File: config.mk
export PLATFORM = sky130hd
export DESIGN_NAME = gated_pulse_counter_min_median_max_flat
export DESIGN_NICKNAME = d
export VERILOG_FILES = /design/src/gpcmm_pkg.sv /design/src/gpcmm_intf.sv /design/src/gpcmm_cell.sv /design/src/gpcmm_window.sv /design/src/gated_pulse_counter_min_median_max.sv /design/src/flat_wrapper.sv
export VERILOG_INCLUDE_DIRS = /design/src /design/src/src
export SDC_FILE = /design/constraint.sdc
export NUM_CORES = 2
export LEC_CHECK = 0
export BUFFER_PORTS_ARGS = -buffer_cell sky130_fd_sc_hd__buf_4
export CORE_ASPECT_RATIO = 0.8
export CORE_UTILIZATION = 64
export DETAILED_ROUTE_END_ITERATION = 7
export PLACE_DENSITY = 0.81
export SYNTH_ARGS = -nofsm -noshare
export SYNTH_HDL_FRONTEND = slang
export SYNTH_SLANG_ARGS = --single-unit
File: constraint.sdc
create_clock -name clock -period 8.9 [get_ports clock]
set_input_delay 0.89 -clock clock [delete_from_list [all_inputs] [get_ports clock]]
set_output_delay 0.89 -clock clock [all_outputs]
set_load 0.02 [all_outputs]
File: src/gated_pulse_counter_min_median_max_defines.svh
// ----------------------------------------------------------------------------
// Gated pulse counter assertion macros
// Shared concurrent assertion forms used by the counter's RTL.
// ----------------------------------------------------------------------------
`ifndef GATED_PULSE_COUNTER_MIN_MEDIAN_MAX_DEFINES_SVH
`define GATED_PULSE_COUNTER_MIN_MEDIAN_MAX_DEFINES_SVH

// The consequent must hold in the same cycle as the antecedent.
`define GPCMM_ASSERT_SAME(label, clk, rst, ante, cons, msg) \
   label: assert property (@(posedge clk) disable iff (rst) (ante) |-> (cons)) \
      else $error(msg);

// The consequent must hold in the cycle after the antecedent.
`define GPCMM_ASSERT_NEXT(label, clk, rst, ante, cons, msg) \
   label: assert property (@(posedge clk) disable iff (rst) (ante) |=> (cons)) \
      else $error(msg);

`endif

File: src/gpcmm_pkg.sv
// ----------------------------------------------------------------------------
// Gated pulse counter package
// Widths, register codes and the structs passed between the counter's modules.
// ----------------------------------------------------------------------------
package gpcmm_pkg;

   localparam int MAX_SAMPLES = 16;
   localparam int COUNT_W     = 32;
   localparam int GATE_W      = 32;
   localparam int SAMPLES_W   = 5;
   localparam int IDX_W       = (MAX_SAMPLES > 1) ? $clog2(MAX_SAMPLES) : 1;
   localparam int FILL_W      = $clog2(MAX_SAMPLES + 1);
   localparam int CSR_INDEX_W = 2;
   localparam int CSR_DATA_W  = 32;

   localparam logic [GATE_W-1:0]    GATE_TICKS_RESET   = GATE_W'(1000000);
   localparam logic [SAMPLES_W-1:0] SAMPLE_COUNT_RESET = SAMPLES_W'(9);

   typedef logic [COUNT_W-1:0] count_type;

   typedef enum logic [CSR_INDEX_W-1:0] {
      CSR_GATE_TICKS   = 2'd0,
      CSR_SAMPLE_COUNT = 2'd1
   } csr_index_type;

   typedef enum logic [1:0] {
      ST_RUN   = 2'b01,
      ST_DRAIN = 2'b10
   } state_type;

   typedef struct packed {
      logic insert;
      logic shift;
      logic occupied;
      logic at_end;
   } cell_ctrl_type;

   typedef struct packed {
      logic      gt;
      count_type value;
   } cell_link_type;

   typedef struct packed {
      logic      close;
      count_type count;
   } window_type;

endpackage

File: src/gpcmm_intf.sv
// ----------------------------------------------------------------------------
// Gated pulse counter channel interfaces
// Valid/ready channels for ticks, reports and register writes.
// ----------------------------------------------------------------------------
interface gpcmm_req_if;
   logic valid;
   logic ready;
   logic signal_level;

   modport source (output valid, output signal_level, input ready);
   modport sink (input valid, input signal_level, output ready);
endinterface

interface gpcmm_rsp_if;
   import gpcmm_pkg::*;
   logic      valid;
   logic      ready;
   count_type min_count;
   count_type median_count;
   count_type max_count;

   modport source (output valid, output min_count, output median_count,
                   output max_count, input ready);
   modport sink (input valid, input min_count, input median_count,
                 input max_count, output ready);
endinterface

interface gpcmm_csr_if;
   import gpcmm_pkg::*;
   logic                   valid;
   logic                   ready;
   logic [CSR_INDEX_W-1:0] index;
   logic [CSR_DATA_W-1:0]  data;

   modport source (output valid, output index, output data, input ready);
   modport sink (input valid, input index, input data, output ready);
endinterface

File: src/gpcmm_cell.sv
// ----------------------------------------------------------------------------
// Gated pulse counter sort cell
// One slot of the sorted count chain: insert with shift up, drain downward.
// ----------------------------------------------------------------------------
module gpcmm_cell (
   input  logic                      clock,
   input  gpcmm_pkg::cell_ctrl_type  ctrl,
   input  gpcmm_pkg::count_type      new_value,
   input  gpcmm_pkg::cell_link_type  prev_link,
   input  gpcmm_pkg::count_type      next_value,
   output gpcmm_pkg::cell_link_type  link
);
   import gpcmm_pkg::*;

   count_type value_ff;
   count_type value_in;
   logic      gt;

   always_comb begin
      gt         = ctrl.occupied && (value_ff > new_value);
      link.gt    = gt;
      link.value = value_ff;
   end

   always_comb begin
      value_in = value_ff;
      if (ctrl.insert) begin
         if (prev_link.gt) begin
            value_in = prev_link.value;
         end else if (gt || ctrl.at_end) begin
            value_in = new_value;
         end
      end else if (ctrl.shift) begin
         value_in = next_value;
      end
   end

   always_ff @(posedge clock) begin
      value_ff <= value_in;
   end

endmodule

File: src/gpcmm_window.sv
// ----------------------------------------------------------------------------
// Gated pulse counter gate window
// Counts falling edges over a window of ticks and flags the closing tick.
// ----------------------------------------------------------------------------
module gpcmm_window (
   input  logic                         clock,
   input  logic                         reset,
   input  logic                         tick,
   input  logic                         level,
   input  logic [gpcmm_pkg::GATE_W-1:0] gate_ticks,
   output gpcmm_pkg::window_type        win
);
   import gpcmm_pkg::*;

   logic              prev_ff;
   logic [GATE_W-1:0] elapsed_ff;
   count_type         edge_ff;
   logic [GATE_W-1:0] elapsed_next;
   logic [GATE_W-1:0] gate_eff;
   count_type         edge_next;
   logic              close;

   always_comb begin
      edge_next = edge_ff;
      if (prev_ff && !level && (edge_ff != '1)) begin
         edge_next = edge_ff + COUNT_W'(1);
      end
      elapsed_next = elapsed_ff;
      if (elapsed_ff != '1) begin
         elapsed_next = elapsed_ff + GATE_W'(1);
      end
      gate_eff  = (gate_ticks == '0) ? GATE_W'(1) : gate_ticks;
      close     = (elapsed_next >= gate_eff);
      win.close = tick && close;
      win.count = edge_next;
   end

   always_ff @(posedge clock) begin
      if (reset) begin
         prev_ff    <= 1'b0;
         elapsed_ff <= '0;
         edge_ff    <= '0;
      end else if (tick) begin
         prev_ff <= level;
         if (close) begin
            elapsed_ff <= '0;
            edge_ff    <= '0;
         end else begin
            elapsed_ff <= elapsed_next;
            edge_ff    <= edge_next;
         end
      end
   end

endmodule

File: src/gated_pulse_counter_min_median_max.sv
// ----------------------------------------------------------------------------
// Gated pulse counter with min / median / max report
// Counts falling edges per gate window, sorts the window counts and reports
// the smallest, the middle and the largest count of each set.
// ----------------------------------------------------------------------------
// The block takes one tick per cycle. Each window count is inserted into a
// chain of sorted cells. When a set of n windows is complete the chain is
// drained toward its head, and no tick is taken while it drains. A finished
// report waits in the output register while ticks go on.
module gated_pulse_counter_min_median_max (
   input logic        clock,
   input logic        reset,
   gpcmm_req_if.sink  req_bus,
   gpcmm_rsp_if.source rsp_bus,
   gpcmm_csr_if.sink  csr_bus
);
   import gpcmm_pkg::*;

   `include "gated_pulse_counter_min_median_max_defines.svh"

   logic [GATE_W-1:0]    gate_ticks_ff;
   logic [SAMPLES_W-1:0] sample_count_ff;
   state_type            state_ff, state_in;
   logic [FILL_W-1:0]    windows_done_ff, windows_done_in;
   logic [IDX_W-1:0]     step_ff, step_in;
   count_type            min_acc_ff, med_acc_ff;
   logic                 rsp_valid_ff, rsp_valid_in;
   count_type            min_out_ff, med_out_ff, max_out_ff;
   count_type            min_out_in, med_out_in, max_out_in;

   logic                           tick;
   window_type                     win;
   logic [FILL_W-1:0]              fill_next;
   logic [FILL_W-1:0]              eff_samples;
   logic [SAMPLES_W+FILL_W-1:0]    sc_ext;
   logic                           out_free;
   logic                           draining;
   logic                           drain_first, drain_med, drain_last;
   logic                           shift;
   count_type                      head_value;
   cell_ctrl_type                  cell_ctrl [MAX_SAMPLES];
   cell_link_type                  links [MAX_SAMPLES];

   assign csr_bus.ready = 1'b1;

   always_ff @(posedge clock) begin
      if (reset) begin
         gate_ticks_ff   <= GATE_TICKS_RESET;
         sample_count_ff <= SAMPLE_COUNT_RESET;
      end else if (csr_bus.valid) begin
         unique case (csr_index_type'(csr_bus.index))
            CSR_GATE_TICKS: begin
               gate_ticks_ff <= csr_bus.data[GATE_W-1:0];
            end
            CSR_SAMPLE_COUNT: begin
               sample_count_ff <= csr_bus.data[SAMPLES_W-1:0];
            end
            default: begin
            end
         endcase
      end
   end

   always_comb begin
      sc_ext = {{FILL_W{1'b0}}, sample_count_ff};
      if (sample_count_ff == '0) begin
         eff_samples = FILL_W'(1);
      end else if (sc_ext > (SAMPLES_W + FILL_W)'(MAX_SAMPLES)) begin
         eff_samples = FILL_W'(MAX_SAMPLES);
      end else begin
         eff_samples = sc_ext[FILL_W-1:0];
      end
   end

   assign req_bus.ready = (state_ff == ST_RUN);
   assign tick          = req_bus.valid && req_bus.ready;

   gpcmm_window u_window (
      .clock      (clock),
      .reset      (reset),
      .tick       (tick),
      .level      (req_bus.signal_level),
      .gate_ticks (gate_ticks_ff),
      .win        (win)
   );

   assign head_value  = links[0].value;
   assign fill_next   = windows_done_ff + FILL_W'(1);
   assign out_free    = !rsp_valid_ff || rsp_bus.ready;
   assign draining    = (state_ff == ST_DRAIN);
   assign drain_first = (step_ff == '0);
   assign drain_med   = (FILL_W'(step_ff) == (windows_done_ff >> 1));
   assign drain_last  = (FILL_W'(step_ff) == (windows_done_ff - FILL_W'(1)));
   assign shift       = draining && !(drain_last && !out_free);

   for (genvar i = 0; i < MAX_SAMPLES; i++) begin : g_cell
      assign cell_ctrl[i].insert   = win.close;
      assign cell_ctrl[i].shift    = shift;
      assign cell_ctrl[i].occupied = (FILL_W'(i) < windows_done_ff);
      assign cell_ctrl[i].at_end   = (FILL_W'(i) == windows_done_ff);

      if (i == 0) begin : g_head
         if (MAX_SAMPLES == 1) begin : g_single
            gpcmm_cell u_cell (
               .clock      (clock),
               .ctrl       (cell_ctrl[i]),
               .new_value  (win.count),
               .prev_link  ('0),
               .next_value (links[i].value),
               .link       (links[i])
            );
         end else begin : g_first
            gpcmm_cell u_cell (
               .clock      (clock),
               .ctrl       (cell_ctrl[i]),
               .new_value  (win.count),
               .prev_link  ('0),
               .next_value (links[i+1].value),
               .link       (links[i])
            );
         end
      end else if (i == MAX_SAMPLES - 1) begin : g_tail
         gpcmm_cell u_cell (
            .clock      (clock),
            .ctrl       (cell_ctrl[i]),
            .new_value  (win.count),
            .prev_link  (links[i-1]),
            .next_value (links[i].value),
            .link       (links[i])
         );
      end else begin : g_mid
         gpcmm_cell u_cell (
            .clock      (clock),
            .ctrl       (cell_ctrl[i]),
            .new_value  (win.count),
            .prev_link  (links[i-1]),
            .next_value (links[i+1].value),
            .link       (links[i])
         );
      end
   end

   always_comb begin
      state_in        = state_ff;
      windows_done_in = windows_done_ff;
      step_in         = step_ff;
      rsp_valid_in    = rsp_valid_ff && !rsp_bus.ready;
      min_out_in      = min_out_ff;
      med_out_in      = med_out_ff;
      max_out_in      = max_out_ff;
      unique case (state_ff)
         ST_RUN: begin
            if (win.close) begin
               windows_done_in = fill_next;
               step_in         = '0;
               if (fill_next >= eff_samples) begin
                  state_in = ST_DRAIN;
               end
            end
         end
         ST_DRAIN: begin
            if (drain_last) begin
               if (out_free) begin
                  rsp_valid_in    = 1'b1;
                  min_out_in      = drain_first ? head_value : min_acc_ff;
                  med_out_in      = drain_med ? head_value : med_acc_ff;
                  max_out_in      = head_value;
                  windows_done_in = '0;
                  state_in        = ST_RUN;
               end
            end else begin
               step_in = step_ff + IDX_W'(1);
            end
         end
         default: begin
            state_in = ST_RUN;
         end
      endcase
   end

   always_ff @(posedge clock) begin
      if (reset) begin
         state_ff        <= ST_RUN;
         windows_done_ff <= '0;
         step_ff         <= '0;
         rsp_valid_ff    <= 1'b0;
      end else begin
         state_ff        <= state_in;
         windows_done_ff <= windows_done_in;
         step_ff         <= step_in;
         rsp_valid_ff    <= rsp_valid_in;
      end
   end

   always_ff @(posedge clock) begin
      min_out_ff <= min_out_in;
      med_out_ff <= med_out_in;
      max_out_ff <= max_out_in;
      if (draining && drain_first) begin
         min_acc_ff <= head_value;
      end
      if (draining && drain_med) begin
         med_acc_ff <= head_value;
      end
   end

   assign rsp_bus.valid        = rsp_valid_ff;
   assign rsp_bus.min_count    = min_out_ff;
   assign rsp_bus.median_count = med_out_ff;
   assign rsp_bus.max_count    = max_out_ff;

   `GPCMM_ASSERT_SAME(a_no_tick_in_drain, clock, reset, state_ff == ST_DRAIN, !req_bus.ready, "tick port open while draining")
   `GPCMM_ASSERT_SAME(a_fill_bound, clock, reset, 1'b1, windows_done_ff <= FILL_W'(MAX_SAMPLES), "window fill count above capacity")
   `GPCMM_ASSERT_NEXT(a_set_full, clock, reset, win.close && (fill_next >= eff_samples), (state_ff == ST_DRAIN) && (step_ff == '0), "full set did not start draining")
   `GPCMM_ASSERT_NEXT(a_report_done, clock, reset, draining && drain_last && out_free, rsp_valid_ff && (state_ff == ST_RUN) && (windows_done_ff == '0), "drain end did not post a report item")

endmodule
File: src/flat_wrapper.sv
// flat-port wrapper written by rule: the top's interface ports become plain ports
module gated_pulse_counter_min_median_max_flat import gpcmm_pkg::*;
  (clock, reset, req_bus_valid, req_bus_signal_level, req_bus_ready, rsp_bus_valid, rsp_bus_min_count, rsp_bus_median_count, rsp_bus_max_count, rsp_bus_ready, csr_bus_valid, csr_bus_index, csr_bus_data, csr_bus_ready);
  gpcmm_req_if req_bus_i ();
  gpcmm_rsp_if rsp_bus_i ();
  gpcmm_csr_if csr_bus_i ();
  input logic clock;
  input logic reset;
  input wire logic [$bits(req_bus_i.valid)-1:0] req_bus_valid;
  input wire logic [$bits(req_bus_i.signal_level)-1:0] req_bus_signal_level;
  output wire logic [$bits(req_bus_i.ready)-1:0] req_bus_ready;
  output wire logic [$bits(rsp_bus_i.valid)-1:0] rsp_bus_valid;
  output wire logic [$bits(rsp_bus_i.min_count)-1:0] rsp_bus_min_count;
  output wire logic [$bits(rsp_bus_i.median_count)-1:0] rsp_bus_median_count;
  output wire logic [$bits(rsp_bus_i.max_count)-1:0] rsp_bus_max_count;
  input wire logic [$bits(rsp_bus_i.ready)-1:0] rsp_bus_ready;
  input wire logic [$bits(csr_bus_i.valid)-1:0] csr_bus_valid;
  input wire logic [$bits(csr_bus_i.index)-1:0] csr_bus_index;
  input wire logic [$bits(csr_bus_i.data)-1:0] csr_bus_data;
  output wire logic [$bits(csr_bus_i.ready)-1:0] csr_bus_ready;
  assign req_bus_i.valid = req_bus_valid;
  assign req_bus_i.signal_level = req_bus_signal_level;
  assign req_bus_ready = req_bus_i.ready;
  assign rsp_bus_valid = rsp_bus_i.valid;
  assign rsp_bus_min_count = rsp_bus_i.min_count;
  assign rsp_bus_median_count = rsp_bus_i.median_count;
  assign rsp_bus_max_count = rsp_bus_i.max_count;
  assign rsp_bus_i.ready = rsp_bus_ready;
  assign csr_bus_i.valid = csr_bus_valid;
  assign csr_bus_i.index = csr_bus_index;
  assign csr_bus_i.data = csr_bus_data;
  assign csr_bus_ready = csr_bus_i.ready;
  gated_pulse_counter_min_median_max u_core (.clock(clock), .reset(reset), .req_bus(req_bus_i), .rsp_bus(rsp_bus_i), .csr_bus(csr_bus_i));
endmodule
==> reports/summary.txt <==
Status: finished, final reports clean
Share of the synthesized area in the top cell type: 39.9%
Die span in x: 316 um
Gr ovfl total: 0
Main synth FF type: edfxtp_1
Clock Path Buffers: 3
Initial antenna violation count: 1
Crit path arrival time: 8.07 ns
Final HPWL DP: 118000 um
Leading cell types in the layout, fill and taps excluded: edfxtp_1 (672), nand2_1 (640), ha_1 (526), a21oi_1 (295), nand3_1 (261)
Largest area contributor in the netlist: edfxtp_1
Synth warn: 0
Final layout net count: 5648
Register area share after synthesis: 44.4%
Min Tclk post-route: 7.77 ns
Hold_buf cts: 0
Worst Hold Class: in -> reg
Clk_lat worst skew: 0.68 ns
Area growth syn-to-layout: 9.63%
Crit-path max FO: 65
Slew HR: 2.56%
DR iter-0 viols: 7293
First-pass GRT wire length: 251000 um
Vias in the first global route: 42665
Area of the multi-input gates: 26600 sq um
Syn nets: 5629
Gr usage total: 40.6%
CP required: 9.21 ns
CTS tree: yes
R2R Setup Slk: 1.13 ns
Post-route ant nets: 0
Die Height: 253 um
Tcrit/Tclk final: 87.3%
Most common cell after layout, fill and taps aside: edfxtp_1
Critical path type: reg -> reg
FP Rows: 91
Routed wire length: 165000 um
Clock slew at reported path FFs: 0.07 ns
Clock Root Buffer: clkbuf_16
Setup WS post-layout: 1.13 ns
WL per Instance: 26.8 um
Routability cong.: 1.02
Input/output buffers: 137
Clk sinks: 786
Max Fclk: 0.129 GHz
Filler instances: 5581
Post-place setup slack: 1.11 ns
Yosys reg bits: 786
Via/cell ratio: 7.25
Pwr/cell area: 136 nW/um^2
Number of hold violations in the final report: 0
Post-CTS setup buffer count: 0
Mapped Area: 50600 sq um
Max Cap Violations: 0
Startpoint types: register
CTS resizes: 0
Largest net degree at the start of global routing: 190
VDD IR max: 0.157 mV
# DRC: 0
EDFF count, synth: 672
RSZ-0062 raised after global routing: no
Final Skew: 0.0388 ns
Htree depth: 3
Core region area: 77700 sq um
Die area: 80200 sq um
Mean post-synth cell area: 9.99 sq um
Setup tns final: 0 ns
Fraction of registers with async set/reset: 0%
Slew @ Worst Pin: 1.46 ns
CTS buffer count: 81
Layout cells sized above 1: 10.7%
Initial DRT Pass Iterations: 6
Starting Density: 65.1%
Area contributors post-synth: edfxtp_1 (40%), ha_1 (13%), nand2_1 (4.8%)
Slew Viols, Final: 0
Unique cell type count in the Yosys netlist: 86
Leakage power: 19.6 nW
Final setup fails: 0
Via count: 44777
Gate Count Post-Synth: 5063
Register area: 22500 sq um
IO Pins: 139
CP Capture Type: register
## worst max-delay path: stages (launching register included)
cell,delay [ns]
dfxtp_1,0.38
and3_1,0.33
nand3_1,0.26
nor4_4,0.10
buf_4,0.18
nor3_1,0.99
nor3b_1,0.37
xor2_1,0.17
buf_4,0.20
inv_1,0.18
buf_4,0.24
ha_1,0.30
nand3_1,0.12
nor4_1,0.60
buf_4,0.23
nor4b_1,0.75
nand2_1,0.14
and4b_1,0.28
a211oi_4,0.24
buf_4,0.57
a31oi_1,0.14
o21ai_2,0.16
buf_4,0.43
## logic make-up (layout without fill, tap and decap cells)
logic type	Yosys count	in the layout	synth area share [%]
adder cells (fa/ha/maj)	530	530	13.1
AND/OR/NAND/NOR	1773	1773	16.9
other	1	2	0.00742
multiplexers	138	138	2.97
XOR/XNOR	95	95	1.65
AO/OA/AOI/OAI	1286	1286	17.2
buffers and inverters	454	539	3.75
flip-flops	786	786	44.4
## worst paths after layout
path / from / to / cells after the start
min reg2reg: u_core.gate_ticks_ff[22]$_SDFFE_PP0P_ / u_core.gate_ticks_ff[22]$_SDFFE_PP0P_ / 2
max: u_core.u_window.edge_ff[23]$_SDFFE_PP0P_ / u_core.g_cell[6].g_mid.u_cell.value_ff[27]$_DFFE_PP_ / 22
max reg2reg: u_core.u_window.edge_ff[23]$_SDFFE_PP0P_ / u_core.g_cell[6].g_mid.u_cell.value_ff[27]$_DFFE_PP_ / 22
min: csr_bus_data[9] / u_core.gate_ticks_ff[9]$_SDFFE_PP1P_ / 2
## through the flow
| step | hold WS (ns) | power [mW] | utilization, % | std cells | instance area (sq um) |
|---|---|---|---|---|---|
| final | 0.430 | 7.53 | 71.4 | 6172 | 55400 |
| after global routing | 0.426 | 7.65 | 71.4 | 6172 | 55400 |
| after CTS | 0.415 | 7.51 | 71.4 | 6171 | 55400 |
| after detailed placement | 0.466 | 4.12 | 68.0 | 6022 | 52800 |
| after global placement | 0.455 | 4.11 | 68.0 | 6022 | 52800 |
| after floorplan | 0.436 | 4.08 | - | 5063 | 50600 |
## flip-flops by register name (all words and copies together) (netlist names)
register / count
u_core.min_acc_ff: 32
u_core.rsp_bus.max_count: 32
u_core.sample_count_ff: 5
u_core.gate_ticks_ff: 32
u_core.state_ff: 2
u_core.g_cell.g_mid.u_cell.value_ff: 448
u_core.rsp_bus.median_count: 32
u_core.g_cell.g_tail.u_cell.value_ff: 32
u_core.u_window.elapsed_ff: 32
u_core.u_window.edge_ff: 32
u_core.windows_done_ff: 5
u_core.med_acc_ff: 32
u_core.g_cell.g_head.g_first.u_cell.value_ff: 32
u_core.u_window.prev_ff: 1
u_core.rsp_bus.min_count: 32
u_core.rsp_bus.valid: 1
u_core.step_ff: 4
## power by group
part	internal (mW)	leakage, nW	switching (mW)
Sequential	3.94	6.17	0.00685
Clock	1.92	1.27	1.56
Combinational	0.0331	12.2	0.0573
## area by class of cell
type | count | area share [%]
multi-input cells | 3823 | 47.9
flip-flops and latches | 786 | 40.5
clock buffers | 99 | 3.85
repair buffers | 265 | 3.72
well taps | 1023 | 2.31
clock inverters | 50 | 0.851
inverters | 125 | 0.849
diodes | 1 | 0.00451
## cells in the mapped netlist, drive strengths merged (8+ instances only)
| library cell | n |
|---|---|
| a211o | 13 |
| a211oi | 64 |
| a21o | 133 |
| a21oi | 305 |
| a221o | 73 |
| a221oi | 12 |
| a22oi | 58 |
| a31oi | 22 |
| and2 | 32 |
| and3 | 27 |
| and4 | 28 |
| buf | 99 |
| clkbuf | 230 |
| dfxtp | 114 |
| edfxtp | 672 |
| ha | 526 |
| inv | 125 |
| mux2 | 97 |
| mux2i | 41 |
| nand2 | 641 |
| nand2b | 11 |
| nand3 | 262 |
| nand3b | 14 |
| nand4 | 248 |
| nor2 | 247 |
| nor2b | 17 |
| nor3 | 117 |
| nor3b | 8 |
| nor4 | 69 |
| o211ai | 206 |
| o21a | 12 |
| o21ai | 230 |
| o221ai | 12 |
| o311ai | 11 |
| o31ai | 75 |
| or2 | 9 |
| or3 | 27 |
| xnor2 | 57 |
| xor2 | 38 |
## layer usage
metal  track usage [%]  vias to the layer above  share of wire (%)
li1                  -                    19582                  -
met1              55.0                    21153                 38
met2              59.3                     3424                 42
met3              12.6                      618                 14
met4              18.7                        0                5.3
met5                 0                        -                  0
(Power assumes the default switching activity.)
